<file path="src/sv/hbd_pkg.sv">
package hbd_pkg;

  // configuration register reset values
  localparam logic [17:0] FINGER_THR_RST = 18'd50000;
  localparam logic [17:0] MIN_AMP_RST    = 18'd200;
  localparam logic [15:0] MIN_IVL_RST    = 16'd300;
  localparam logic [15:0] MAX_IVL_RST    = 16'd2000;
  localparam logic [7:0]  SMP_PERIOD_RST = 8'd40;

  // rate numerator (ms per minute) and interval history reset value
  localparam logic [15:0] BPM_NUM  = 16'd60000;
  localparam logic [15:0] RING_RST = 16'd800;

  // front to back queue
  localparam int QDEPTH = 4;
  localparam int QPW    = 2;

  // register map, word index = paddr[4:2]
  typedef enum logic [2:0] {
    REG_FINGER_THR = 3'd0,
    REG_MIN_AMP    = 3'd1,
    REG_MIN_IVL    = 3'd2,
    REG_MAX_IVL    = 3'd3,
    REG_SMP_PERIOD = 3'd4
  } reg_idx_t;

  typedef struct packed {
    logic [17:0] finger_threshold;
    logic [17:0] min_amplitude;
    logic [15:0] min_interval_ms;
    logic [15:0] max_interval_ms;
    logic [7:0]  sample_period_ms;
  } cfg_t;

  // what the back end has to do with one sample
  typedef enum logic [1:0] {
    K_NOFINGER = 2'd0,
    K_PLAIN    = 2'd1,
    K_BEAT     = 2'd2
  } kind_t;

  typedef struct packed {
    kind_t       kind;
    logic [15:0] ms;
  } q_entry_t;

  typedef enum logic [1:0] {
    F_IDLE = 2'd0,
    F_FILT = 2'd1,
    F_MUL  = 2'd2,
    F_PUSH = 2'd3
  } f_state_t;

  typedef enum logic [2:0] {
    B_IDLE   = 3'd0,
    B_READ   = 3'd1,
    B_UPD    = 3'd2,
    B_AVG    = 3'd3,
    B_AVG_W  = 3'd4,
    B_RATE   = 3'd5,
    B_RATE_W = 3'd6,
    B_OUT    = 3'd7
  } b_state_t;

endpackage

</file>
<file path="src/sv/hbd_front.sv">
module hbd_front
  import hbd_pkg::*;
(
  input  logic        clk,
  input  logic        rst_n,
  input  cfg_t        cfg,
  input  logic        in_valid,
  output logic        in_ready,
  input  logic [17:0] in_ir_sample,
  output logic        push,
  output q_entry_t    push_entry,
  input  logic        q_full
);

  f_state_t state_r, state_nxt;

  logic [17:0] sample_r;
  logic [19:0] smooth_r, prev_r, peak_r, trough_r;
  logic        rising_r;
  logic [31:0] cnt_r, last_r;
  logic        nofinger_r, cand_r;
  logic [31:0] n_r, ms_r;

  // filter and peak tracking for the held sample
  logic        nofinger;
  logic [19:0] s, pk, tr, peak_nxt, trough_nxt;
  logic        turn, amp_ok, rising_mid, rising_nxt;
  logic [20:0] tr_plus_amp;

  always_comb begin
    nofinger    = sample_r < cfg.finger_threshold;
    s           = smooth_r - (smooth_r >> 2) + {4'b0, sample_r[17:2]};
    pk          = (s > peak_r) ? s : peak_r;
    tr          = (s < trough_r) ? s : trough_r;
    turn        = (s < prev_r) && rising_r;
    tr_plus_amp = {1'b0, tr} + {3'b0, cfg.min_amplitude};
    amp_ok      = {1'b0, pk} > tr_plus_amp;
    trough_nxt  = turn ? s : tr;
    rising_mid  = turn ? 1'b0 : rising_r;
    peak_nxt    = pk;
    rising_nxt  = rising_mid;
    if (s > prev_r) begin
      if (!rising_mid) peak_nxt = s;
      rising_nxt = 1'b1;
    end
  end

  // interval in ms, low 32 bits
  logic [31:0] prod;
  assign prod = n_r * {24'b0, cfg.sample_period_ms};

  logic in_win, too_long;
  assign in_win   = (ms_r > {16'b0, cfg.min_interval_ms}) &&
                    (ms_r < {16'b0, cfg.max_interval_ms});
  assign too_long = ms_r >= {16'b0, cfg.max_interval_ms};

  // next state
  always_comb begin
    state_nxt = state_r;
    case (state_r)
      F_IDLE:  if (in_valid) state_nxt = F_FILT;
      F_FILT:  state_nxt = F_MUL;
      F_MUL:   state_nxt = F_PUSH;
      F_PUSH:  if (!q_full) state_nxt = F_IDLE;
      default: state_nxt = F_IDLE;
    endcase
  end

  // outputs
  always_comb begin
    in_ready        = 1'b0;
    push            = 1'b0;
    push_entry.ms   = ms_r[15:0];
    push_entry.kind = nofinger_r ? K_NOFINGER : ((cand_r && in_win) ? K_BEAT : K_PLAIN);
    case (state_r)
      F_IDLE:  in_ready = 1'b1;
      F_PUSH:  push = !q_full;
      default: ;
    endcase
  end

  always_ff @(posedge clk) begin
    if (!rst_n) begin
      state_r  <= F_IDLE;
      smooth_r <= '0;
      prev_r   <= '0;
      peak_r   <= '0;
      trough_r <= '0;
      rising_r <= 1'b0;
      cnt_r    <= '0;
      last_r   <= '0;
    end else begin
      state_r <= state_nxt;
      if (in_valid && in_ready) begin
        sample_r <= in_ir_sample;
        cnt_r    <= cnt_r + 32'd1;
      end
      if (state_r == F_FILT) begin
        nofinger_r <= nofinger;
        n_r        <= cnt_r - last_r;
        if (nofinger) begin
          smooth_r <= {2'b0, sample_r};
          prev_r   <= {2'b0, sample_r};
          rising_r <= 1'b0;
          cand_r   <= 1'b0;
        end else begin
          smooth_r <= s;
          prev_r   <= s;
          peak_r   <= peak_nxt;
          trough_r <= trough_nxt;
          rising_r <= rising_nxt;
          cand_r   <= turn && amp_ok;
        end
      end
      if (state_r == F_MUL) ms_r <= prod;
      // a beat or a too-long interval restarts timing
      if (push && cand_r && (in_win || too_long)) last_r <= cnt_r;
    end
  end

endmodule

</file>
<file path="src/sv/hbd_queue.sv">
module hbd_queue
  import hbd_pkg::*;
(
  input  logic     clk,
  input  logic     rst_n,
  input  logic     push,
  input  q_entry_t push_entry,
  output logic     full,
  input  logic     pop,
  output q_entry_t head,
  output logic     empty
);

  q_entry_t       mem_r [QDEPTH];
  logic [QPW-1:0] wr_ptr_r, rd_ptr_r;
  logic [QPW:0]   cnt_r;

  assign full  = cnt_r == (QPW+1)'(QDEPTH);
  assign empty = cnt_r == '0;
  assign head  = mem_r[rd_ptr_r];

  always_ff @(posedge clk) begin
    if (push) mem_r[wr_ptr_r] <= push_entry;
  end

  always_ff @(posedge clk) begin
    if (!rst_n) begin
      wr_ptr_r <= '0;
      rd_ptr_r <= '0;
      cnt_r    <= '0;
    end else begin
      if (push) wr_ptr_r <= wr_ptr_r + QPW'(1);
      if (pop)  rd_ptr_r <= rd_ptr_r + QPW'(1);
      case ({push, pop})
        2'b10:   cnt_r <= cnt_r + (QPW+1)'(1);
        2'b01:   cnt_r <= cnt_r - (QPW+1)'(1);
        default: cnt_r <= cnt_r;
      endcase
    end
  end

endmodule

</file>
<file path="src/sv/hbd_div.sv">
module hbd_div #(
  parameter int W = 20
) (
  input  logic         clk,
  input  logic         rst_n,
  input  logic         start,
  input  logic [W-1:0] dividend,
  input  logic [W-1:0] divisor,
  output logic         done,
  output logic [W-1:0] quotient
);

  localparam int CW = $clog2(W + 1);

  logic          busy_r, done_r;
  logic [CW-1:0] cnt_r;
  logic [W-1:0]  rem_r, quo_r, dvs_r;

  // one restoring step per cycle
  logic [W:0]   trial, diff;
  logic         ge;
  logic [W-1:0] rem_nxt, quo_nxt;

  always_comb begin
    trial   = {rem_r, quo_r[W-1]};
    diff    = trial - {1'b0, dvs_r};
    ge      = trial >= {1'b0, dvs_r};
    rem_nxt = ge ? diff[W-1:0] : trial[W-1:0];
    quo_nxt = {quo_r[W-2:0], ge};
  end

  assign done     = done_r;
  assign quotient = quo_r;

  always_ff @(posedge clk) begin
    if (!rst_n) begin
      busy_r <= 1'b0;
      done_r <= 1'b0;
      cnt_r  <= '0;
    end else begin
      done_r <= 1'b0;
      if (start && !busy_r) begin
        busy_r <= 1'b1;
        cnt_r  <= CW'(W);
        rem_r  <= '0;
        quo_r  <= dividend;
        dvs_r  <= divisor;
      end else if (busy_r) begin
        rem_r <= rem_nxt;
        quo_r <= quo_nxt;
        cnt_r <= cnt_r - CW'(1);
        if (cnt_r == CW'(1)) begin
          busy_r <= 1'b0;
          done_r <= 1'b1;
        end
      end
    end
  end

endmodule

</file>
<file path="src/sv/hbd_back.sv">
module hbd_back
  import hbd_pkg::*;
#(
  parameter int HISTORY_DEPTH = 10
) (
  input  logic        clk,
  input  logic        rst_n,
  input  q_entry_t    head,
  input  logic        q_empty,
  output logic        pop,
  output logic        out_valid,
  input  logic        out_ready,
  output logic [15:0] out_beats_per_minute,
  output logic        out_finger_present,
  output logic        out_beat_accepted
);

  localparam int PW    = (HISTORY_DEPTH > 1) ? $clog2(HISTORY_DEPTH) : 1;
  localparam int TOT_W = 16 + $clog2(HISTORY_DEPTH);
  localparam logic [TOT_W-1:0] TOT_RST = TOT_W'(800 * HISTORY_DEPTH);

  // ring average as total * ceil(2^SH / depth) >> SH, exact for any TOT_W-bit total
  localparam int AVG_SH = TOT_W + $clog2(HISTORY_DEPTH);
  localparam logic [TOT_W:0] AVG_RECIP =
    (TOT_W+1)'(((64'd1 << AVG_SH) + 64'(HISTORY_DEPTH) - 64'd1) / 64'(HISTORY_DEPTH));

  b_state_t state_r, state_nxt;

  logic [15:0]        ring_mem [HISTORY_DEPTH];
  logic [HISTORY_DEPTH-1:0] vld_r;
  logic [15:0]        rd_r;
  logic               rd_vld_r;
  logic [PW-1:0]      pos_r;
  logic [TOT_W-1:0]   total_r;
  logic [15:0]        ms_r, avg_r, rate_r;

  logic        out_valid_r, out_fp_r, out_ba_r;
  logic [15:0] out_bpm_r;

  logic out_free;
  assign out_free = !out_valid_r || out_ready;

  logic [2*TOT_W-1:0] avg_prod;
  logic [15:0]        avg_nxt;
  assign avg_prod = (2*TOT_W)'(total_r) * (2*TOT_W)'(AVG_RECIP);
  assign avg_nxt  = 16'(avg_prod >> AVG_SH);

  // serial divider for the rate
  logic        div_start, div_done;
  logic [15:0] div_q;

  hbd_div #(.W(16)) u_div (
    .clk      (clk),
    .rst_n    (rst_n),
    .start    (div_start),
    .dividend (BPM_NUM),
    .divisor  (avg_r),
    .done     (div_done),
    .quotient (div_q)
  );

  logic ld_out, ld_beat, ring_wr, take_avg, take_rate;

  // next state
  always_comb begin
    state_nxt = state_r;
    case (state_r)
      B_IDLE:   if (!q_empty && head.kind == K_BEAT) state_nxt = B_READ;
      B_READ:   state_nxt = B_UPD;
      B_UPD:    state_nxt = B_AVG;
      B_AVG:    state_nxt = B_AVG_W;
      B_AVG_W:  state_nxt = (avg_r == '0) ? B_OUT : B_RATE;
      B_RATE:   state_nxt = B_RATE_W;
      B_RATE_W: if (div_done) state_nxt = B_OUT;
      B_OUT:    if (out_free) state_nxt = B_IDLE;
      default:  state_nxt = B_IDLE;
    endcase
  end

  // outputs
  always_comb begin
    pop       = 1'b0;
    ld_out    = 1'b0;
    ld_beat   = 1'b0;
    ring_wr   = 1'b0;
    div_start = 1'b0;
    take_avg  = 1'b0;
    take_rate = 1'b0;
    case (state_r)
      B_IDLE: begin
        if (!q_empty) begin
          if (head.kind == K_BEAT) begin
            pop     = 1'b1;
            ld_beat = 1'b1;
          end else if (out_free) begin
            pop    = 1'b1;
            ld_out = 1'b1;
          end
        end
      end
      B_UPD:    ring_wr = 1'b1;
      B_AVG:    take_avg = 1'b1;
      B_RATE:   div_start = 1'b1;
      B_RATE_W: take_rate = div_done;
      B_OUT:    ld_out = out_free;
      default: ;
    endcase
  end

  // interval history; unwritten entries read as the reset interval
  always_ff @(posedge clk) begin
    if (ring_wr) ring_mem[pos_r] <= ms_r;
    rd_r <= ring_mem[pos_r];
  end

  logic [15:0] old_ms;
  assign old_ms = rd_vld_r ? rd_r : RING_RST;

  always_ff @(posedge clk) begin
    if (!rst_n) begin
      state_r     <= B_IDLE;
      vld_r       <= '0;
      rd_vld_r    <= 1'b0;
      pos_r       <= '0;
      total_r     <= TOT_RST;
      rate_r      <= '0;
      out_valid_r <= 1'b0;
    end else begin
      state_r  <= state_nxt;
      rd_vld_r <= vld_r[pos_r];
      if (ld_beat) ms_r <= head.ms;
      if (ring_wr) begin
        vld_r[pos_r] <= 1'b1;
        total_r      <= total_r - TOT_W'(old_ms) + TOT_W'(ms_r);
        pos_r        <= (pos_r == PW'(HISTORY_DEPTH - 1)) ? '0 : pos_r + PW'(1);
      end
      if (take_avg)  avg_r  <= avg_nxt;
      if (take_rate) rate_r <= div_q;
      if (ld_out && state_r == B_IDLE && head.kind == K_NOFINGER) rate_r <= '0;

      // result word register
      if (ld_out) out_valid_r <= 1'b1;
      else if (out_ready) out_valid_r <= 1'b0;
      if (ld_out) begin
        if (state_r == B_OUT) begin
          out_bpm_r <= rate_r;
          out_fp_r  <= 1'b1;
          out_ba_r  <= 1'b1;
        end else if (head.kind == K_NOFINGER) begin
          out_bpm_r <= '0;
          out_fp_r  <= 1'b0;
          out_ba_r  <= 1'b0;
        end else begin
          out_bpm_r <= rate_r;
          out_fp_r  <= 1'b1;
          out_ba_r  <= 1'b0;
        end
      end
    end
  end

  assign out_valid            = out_valid_r;
  assign out_beats_per_minute = out_bpm_r;
  assign out_finger_present   = out_fp_r;
  assign out_beat_accepted    = out_ba_r;

endmodule

</file>
<file path="src/sv/heart_beat_bpm_detector_core.sv">
// Path: a word without a beat passes filter, multiply, queue push and result register;
//   a beat word adds ring update, reciprocal average and, for a nonzero average, a 16-step
//   serial rate divide. Flow: the front end takes no sample while one is in work, and
//   stalls on a full 4-word queue; the back end pops no word while a beat word is in work.
// Reset: synchronous, active low; registers go to their reset values, history reads 800.
module heart_beat_bpm_detector_core
  import hbd_pkg::*;
#(
  parameter int HISTORY_DEPTH = 10
) (
  input  logic        clk,
  input  logic        rst_n,
  input  logic        in_valid,
  output logic        in_ready,
  input  logic [17:0] in_ir_sample,
  output logic        out_valid,
  input  logic        out_ready,
  output logic [15:0] out_beats_per_minute,
  output logic        out_finger_present,
  output logic        out_beat_accepted,
  input  logic        psel,
  input  logic        penable,
  input  logic        pwrite,
  input  logic [4:0]  paddr,
  input  logic [31:0] pwdata,
  output logic [31:0] prdata,
  output logic        pready
);

  cfg_t cfg_r;

  // configuration registers
  logic     cfg_wr;
  reg_idx_t cfg_idx;
  assign cfg_wr  = psel && penable && pwrite;
  assign cfg_idx = reg_idx_t'(paddr[4:2]);
  assign pready  = 1'b1;

  always_ff @(posedge clk) begin
    if (!rst_n) begin
      cfg_r.finger_threshold <= FINGER_THR_RST;
      cfg_r.min_amplitude    <= MIN_AMP_RST;
      cfg_r.min_interval_ms  <= MIN_IVL_RST;
      cfg_r.max_interval_ms  <= MAX_IVL_RST;
      cfg_r.sample_period_ms <= SMP_PERIOD_RST;
    end else if (cfg_wr) begin
      case (cfg_idx)
        REG_FINGER_THR: cfg_r.finger_threshold <= pwdata[17:0];
        REG_MIN_AMP:    cfg_r.min_amplitude    <= pwdata[17:0];
        REG_MIN_IVL:    cfg_r.min_interval_ms  <= pwdata[15:0];
        REG_MAX_IVL:    cfg_r.max_interval_ms  <= pwdata[15:0];
        REG_SMP_PERIOD: cfg_r.sample_period_ms <= pwdata[7:0];
        default: ;
      endcase
    end
  end

  always_comb begin
    case (cfg_idx)
      REG_FINGER_THR: prdata = {14'b0, cfg_r.finger_threshold};
      REG_MIN_AMP:    prdata = {14'b0, cfg_r.min_amplitude};
      REG_MIN_IVL:    prdata = {16'b0, cfg_r.min_interval_ms};
      REG_MAX_IVL:    prdata = {16'b0, cfg_r.max_interval_ms};
      REG_SMP_PERIOD: prdata = {24'b0, cfg_r.sample_period_ms};
      default:        prdata = '0;
    endcase
  end

  q_entry_t push_entry, head;
  logic     push, pop, q_full, q_empty;

  hbd_front u_front (
    .clk          (clk),
    .rst_n        (rst_n),
    .cfg          (cfg_r),
    .in_valid     (in_valid),
    .in_ready     (in_ready),
    .in_ir_sample (in_ir_sample),
    .push         (push),
    .push_entry   (push_entry),
    .q_full       (q_full)
  );

  hbd_queue u_queue (
    .clk        (clk),
    .rst_n      (rst_n),
    .push       (push),
    .push_entry (push_entry),
    .full       (q_full),
    .pop        (pop),
    .head       (head),
    .empty      (q_empty)
  );

  hbd_back #(.HISTORY_DEPTH(HISTORY_DEPTH)) u_back (
    .clk                  (clk),
    .rst_n                (rst_n),
    .head                 (head),
    .q_empty              (q_empty),
    .pop                  (pop),
    .out_valid            (out_valid),
    .out_ready            (out_ready),
    .out_beats_per_minute (out_beats_per_minute),
    .out_finger_present   (out_finger_present),
    .out_beat_accepted    (out_beat_accepted)
  );

endmodule

</file>
<file path="config.mk">
export PLATFORM = sky130hd
export DESIGN_NAME = heart_beat_bpm_detector_core
export DESIGN_NICKNAME = d
export VERILOG_FILES = /design/src/sv/hbd_pkg.sv /design/src/sv/hbd_front.sv /design/src/sv/hbd_queue.sv /design/src/sv/hbd_div.sv /design/src/sv/hbd_back.sv /design/src/sv/heart_beat_bpm_detector_core.sv
export SDC_FILE = /design/constraint.sdc
export NUM_CORES = 2
export LEC_CHECK = 0
export ABC_AREA = 1
export BUFFER_PORTS_ARGS = -buffer_cell sky130_fd_sc_hd__buf_4
export CORE_UTILIZATION = 65
export CTS_CLUSTER_SIZE = 20
export DETAILED_ROUTE_END_ITERATION = 16
export MAX_ROUTING_LAYER = met4
export PLACE_DENSITY = 0.84
export RECOVER_POWER = 50
export SYNTH_ARGS = -nofsm -noshare
export SYNTH_HDL_FRONTEND = slang
export SYNTH_SLANG_ARGS = --single-unit
export TNS_END_PERCENT = 50
</file>
<file path="constraint.sdc">
create_clock -name clk -period 16.53 [get_ports clk]
set_clock_uncertainty 0.1 [all_clocks]
set_input_delay 3.306 -clock clk [delete_from_list [all_inputs] [get_ports clk]]
set_output_delay 3.306 -clock clk [all_outputs]
set_load 0.005 [all_outputs]
</file>
Word level (Yosys, flattened, before mapping)

Memory sizes are Yosys's and may differ from the RTL's. A register that Yosys moved wholly into a read port is not among the register bits.
Index checks and enable logic that the tools add are counted.
Widths: inputs -> output; s select.

$add $sub $neg: 14
Order comparisons: 12
$mul: 2
Multiplexer cells: 64
Reduce and logical (&&, ||, !) cells: 48
Equality and inequality tests: 25
Bitwise operators: 4

Operator list:

| cell                   | count |
|---|---|
| $mux 20                | 6 |
| $mux 16                | 6 |
| $pmux 18 s5            | 1 |
| $add 20x16->20         | 2 |
| $gt 20x20->1           | 2 |
| $lt 20x20->1           | 2 |
| $mul 20x20->39 const B | 1 |
| $add 32x1->32 const B  | 1 |
| $ge 32x16->1           | 1 |
| $gt 32x16->1           | 1 |
| $lt 32x16->1           | 1 |
| $mul 32x8->32          | 1 |
| $mux 1                 | 32 |
| $sub 32x32->32         | 1 |
| $reduce_and 2->1       | 15 |
| $pmux 3 s8             | 1 |
| $add 20x18->21         | 1 |
| $gt 20x21->1           | 1 |
| $sub 20x16->20         | 1 |
| $sub 20x18->20         | 1 |
| $eq 3x3->1 const B     | 6 |
| $lt 18x18->1           | 1 |
| $ge 17x16->1           | 1 |
| $logic_not 16->1       | 1 |
| other kinds (36)       | 82 |

Input bits: 62
Memory bits (writable): 232
Output and inout bits: 53
Logic and storage cells: 210
Register bits: 454
Memories: 2

Memory list:

| name            | depth | width | read ports | clocked after Yosys merged registers in | wr ports | line            | text |
|---|---|---|---|---|---|---|---|
| u_back.ring_mem | 10    | 16    | 1          | 1                                       | 1        | hbd_back.sv:29  | `logic [15:0] ring_mem [HISTORY_DEPTH];` |
| u_queue.mem_r   | 4     | 18    | 1          | 1                                       | 1        | hbd_queue.sv:14 | `q_entry_t mem_r [QDEPTH];` |

Depth between registers and ports, before layout

Word-level depth: 9
Depth in mapped cells: 50
Mapped depth without buffers: 49

By module

From an unflattened synthesis, not the netlist that was laid out.

Cell total of the unflattened synthesis: 6,634
Area total of the unflattened synthesis: 54,205.7 µm²

By module, submodules not included:

| module                       | cells each | instances | area each (µm²) | seq. area each (µm²) |
|---|---|---|---|---|
| hbd_front                    | 3,375      | 1         | 24,124.4        | 5,064.9 |
| hbd_back                     | 1,980      | 1         | 19,506.2        | 7,727.4 |
| heart_beat_bpm_detector_core | 604        | 1         | 3,987.6         | 1,521.5 |
| hbd_div                      | 444        | 1         | 3,439.5         | 1,581.5 |
| hbd_queue                    | 231        | 1         | 3,148.0         | 2,342.2 |

Least setup slack after synthesis

No wires, ideal clock.

Kind: input to output
From: input paddr[2]
To: output prdata[10]
Arrival: 4.107 ns
Buffers on the path: 1
Cell stages on the path: 5
Required time: 13.124 ns
Path slack: 9.017 ns
Cells stage by stage: inv_1 > nor3_4 > clkbuf_1 > nand2_1 > o2111ai_1

Cells in the longest elaborated chain, start to end: 2
Elaborated cells on any way between the ends: 6
Those cells by class: eq/ne: 4; mux: 1; reduce/logical: 1

RTL lines:

| item                                     | line                               | text |
|---|---|---|
| start, declared                          | heart_beat_bpm_detector_core.sv:24 | `input logic [4:0] paddr,` |
| $eq 3x3->1, or another cell as far along | heart_beat_bpm_detector_core.sv:59 | `case (cfg_idx)` |
| $pmux 18 s5 (*)                          | heart_beat_bpm_detector_core.sv:59 |  |
| end, declared                            | heart_beat_bpm_detector_core.sv:26 | `output logic [31:0] prdata,` |

Every way passes the cells marked *; elsewhere a longest branch is shown, timed or not.

Worst setup path in the final report

From: input paddr[3]
To: output prdata[7]

Same word-level chain as after synthesis.

==> impl_results.md <==
* # diodes at 0
* Clock slew at reported path FFs at 0.06 ns
* Slowest stage cell, crit path: nor3_2
* Initial Util at 0.6596
* Async SR Flop Fraction at 0
* First-pass GRT wire length at 212900 um
* Post-synthesis compound-gate area fraction at 0.1135
* Gates resized, CTS repair at 0
* Port bufs at 83
* Top-count cell post-synth: inv_1
* CP Class: input port to output port
* Antenna viol nets, final at 0
* Synth top area share at 0.2378
* Setup crit end kind: output port
* Drt wl/cell at 18.28 um
* Minimum clock period at 8.706 ns
* Yosys reg bits at between 700 and 800
* EDFF count, synth at 414
* Share of cells above drive strength 1 at 0.04537
* # rows at 103
* Area of the mapped netlist at 0.05228 mm^2
* Synth Warn # at 0
* Placeable Area at 0.07926 mm^2
* DR iter-0 viols at 4426
* Critical path cell sequence: buf_4 > inv_1 > nor3_2 > inv_1 > o21ai_0 > a221oi_1 > o21ai_0 > buf_4
* Final hold vios at 0
* Least-Margin Pin Slew at approximately 2.6 ns
* Final setup TNS at 0 ns
* Top post-synthesis cells by area: edfxtp_1, fa_1, ha_1, dfxtp_1, inv_1
* Hold slack at 0.3398 ns
* Clock Latency Late Sink at 0.65 ns
* Avg Cell Area, Syn at 8.453 um^2
* Cells after synthesis at 6184
* Die height at 285.6 um
* Max-cap violations at 9
* Sequential area share after synthesis at 0.3489
* Post-CTS Setup Inserts at 0
* Status: finished with violations
* Largest family of logic cells by synthesized area: adder cells
* CP max stage delay at ~0.80 ns
* H-tree levels at 3
* WP data required at 13.12 ns
* Critical Path Start Type: input port
* Area Overhead vs Synth at 6.850%
* Total CTS buffers at 72
* Root buffer cell: clkbuf_16
* NumNets Final at 7072
* Pre-CTS WS at 7.962 ns
* Non-Filler Cell Area, Final at about 0.056 mm^2
* Failing checks: max-capacitance violations, max-slew violations
* Hold buffers post-CTS at 0
* Antenna violations before repair at 0
* Largest net degree at the start of global routing at 99
* CTS tree: yes
* Routed vias/inst at 5.847
* Max Buffers Root-to-Sink at 3
* Synth Flop Type: edfxtp_1
* Gpl congestion at 0.9864
* Vias in the first global route at 41390
* Gr ovfl total at 0
* Simple-gate share of the synthesized area at 0.1702
* Post-synth top area cell: edfxtp_1
* Synth cell types at 68
* Worst EP arrival at 5.30 ns
* # DRC at 0
* Die ar. at 0.08156 mm^2
* Top post-synthesis cells by count: inv_1, nand2_1, nor2_1
* Post-synthesis mux area share at 0
* RSZ-0062 raised after global routing: no
* Hpwl dp at 98960 um
* Final Worst Setup Slack at 7.824 ns
* Relative slew slack at -0.7850
* Pre-antenna DRT Iters at 8
* Crit share post-route at 0.5267
* Crit Path Max Fanout at 12
* Vias at between 40000 and 50000
* Final wirelength at 133700 um
* Hold crit path type: flip-flop to flip-flop
* Total Routing Usage GR at 0.3366
* # IOs at 115
* Final setup vio count at 0
* Die width at 285.6 um
* # clock sinks at 704
* Final Max Tran Viols at 192
* Fmax at 114.9 MHz
* Placed instance area at 0.05365 mm^2
* XOR/XNOR Fraction of Synth Area at 0.02279
* Adder-Cell Fraction of Synth Area at 0.2414
[placed cells by master (no fill, tap or decap), drive strengths merged, types with 25 or more instances in the layout]
cell | netlist | layout
edfxtp | 414 | 414
a22oi | 67 | 67
o211ai | 31 | 31
inv | 1174 | 1181
clkbuf | 112 | 129
nor3 | 85 | 85
nand4 | 83 | 83
nand2 | 1134 | 1134
dfxtp | 290 | 290
clkinv | 3 | 25
nand3 | 226 | 226
xnor2 | 57 | 57
ha | 479 | 479
fa | 331 | 331
nor2 | 501 | 501
xor2 | 79 | 79
a21oi | 482 | 482
buf | 84 | 94
o21ai | 324 | 324
[logic make-up after synthesis]
kind of cell,Yosys count
compound gates,1051
flops,704
simple gates,2108
buf+inv,1373
fa+ha+maj,810
xor+xnor,136
other cells,2
[routing by layer]
layer | up-vias | share of wire | GRT usage | wire length [um]
li1 | 20070 | - | - | -
met1 | 20290 | 0.40 | 0.4396 | 53800
met2 | 2055 | 0.47 | 0.5394 | 62730
met3 | 326 | 0.093 | 0.04386 | 12410
met4 | 0 | 0.035 | 0.1223 | 4712
met5 | - | 0 | - | 0
[flip-flops by register name, summed over array words and instances (netlist names), 16 cells and up, named ones only]
register,count
u_front.cnt_r,32
u_front.peak_r,20
u_front.smooth_r,20
u_back.rate_r,16
u_back.avg_r,16
u_back.ring_mem,160
u_back.ms_r,16
u_back.u_div.dvs_r,16
u_queue.mem_r,72
u_back.rd_r,16
u_back.out_beats_per_minute,16
u_back.u_div.rem_r,16
cfg_r,76
u_front.ms_r,32
u_back.total_r,20
u_front.sample_r,18
u_front.n_r,32
u_front.trough_r,20
u_front.last_r,32
u_back.u_div.quotient,16
[worst paths after layout]
kind                  startpoint                     to  slack [ns]  cells past startpoint
max reg2reg  u_front.sample_r[2]         u_front.cand_r        8.10                     45
max                     paddr[3]              prdata[7]        7.82                      8
min reg2reg      u_back.avg_r[1]  u_back.u_div.dvs_r[1]        0.34                      0
min              u_back.avg_r[1]  u_back.u_div.dvs_r[1]        0.34                      0
[metrics by stage]
step	utilization	std cells
6_report	0.7047	7310
5_1_grt	0.7047	7310
4_1_cts	0.7063	7310
3_5_place_dp	0.6769	7176
3_3_place_gp	0.6769	7176
2_1_floorplan	-	6197
[critical path: cells and delay by family]
family,cells,cell delay [ns]
AO/OA/AOI/OAI,3,0.58
buffers and inverters,4,0.61
AND/OR/NAND/NOR,1,0.80
[area by class of cell]
type / instances / area, um^2
Timing Repair Buffer: 125 / 889.6
Tap cell: 1050 / 1314
Inverter: 1177 / 4423
Fill cell: 5980 / 23400
Sequential cell: 704 / 18240
Multi-Input combinational cell: 4120 / 28670
Clock inverter: 36 / 384.1
Clock buffer: 98 / 1942
Power is left out: the tool's default activity adds up to more than one toggle a clock period on the data nets, which glitch-free logic cannot reach.
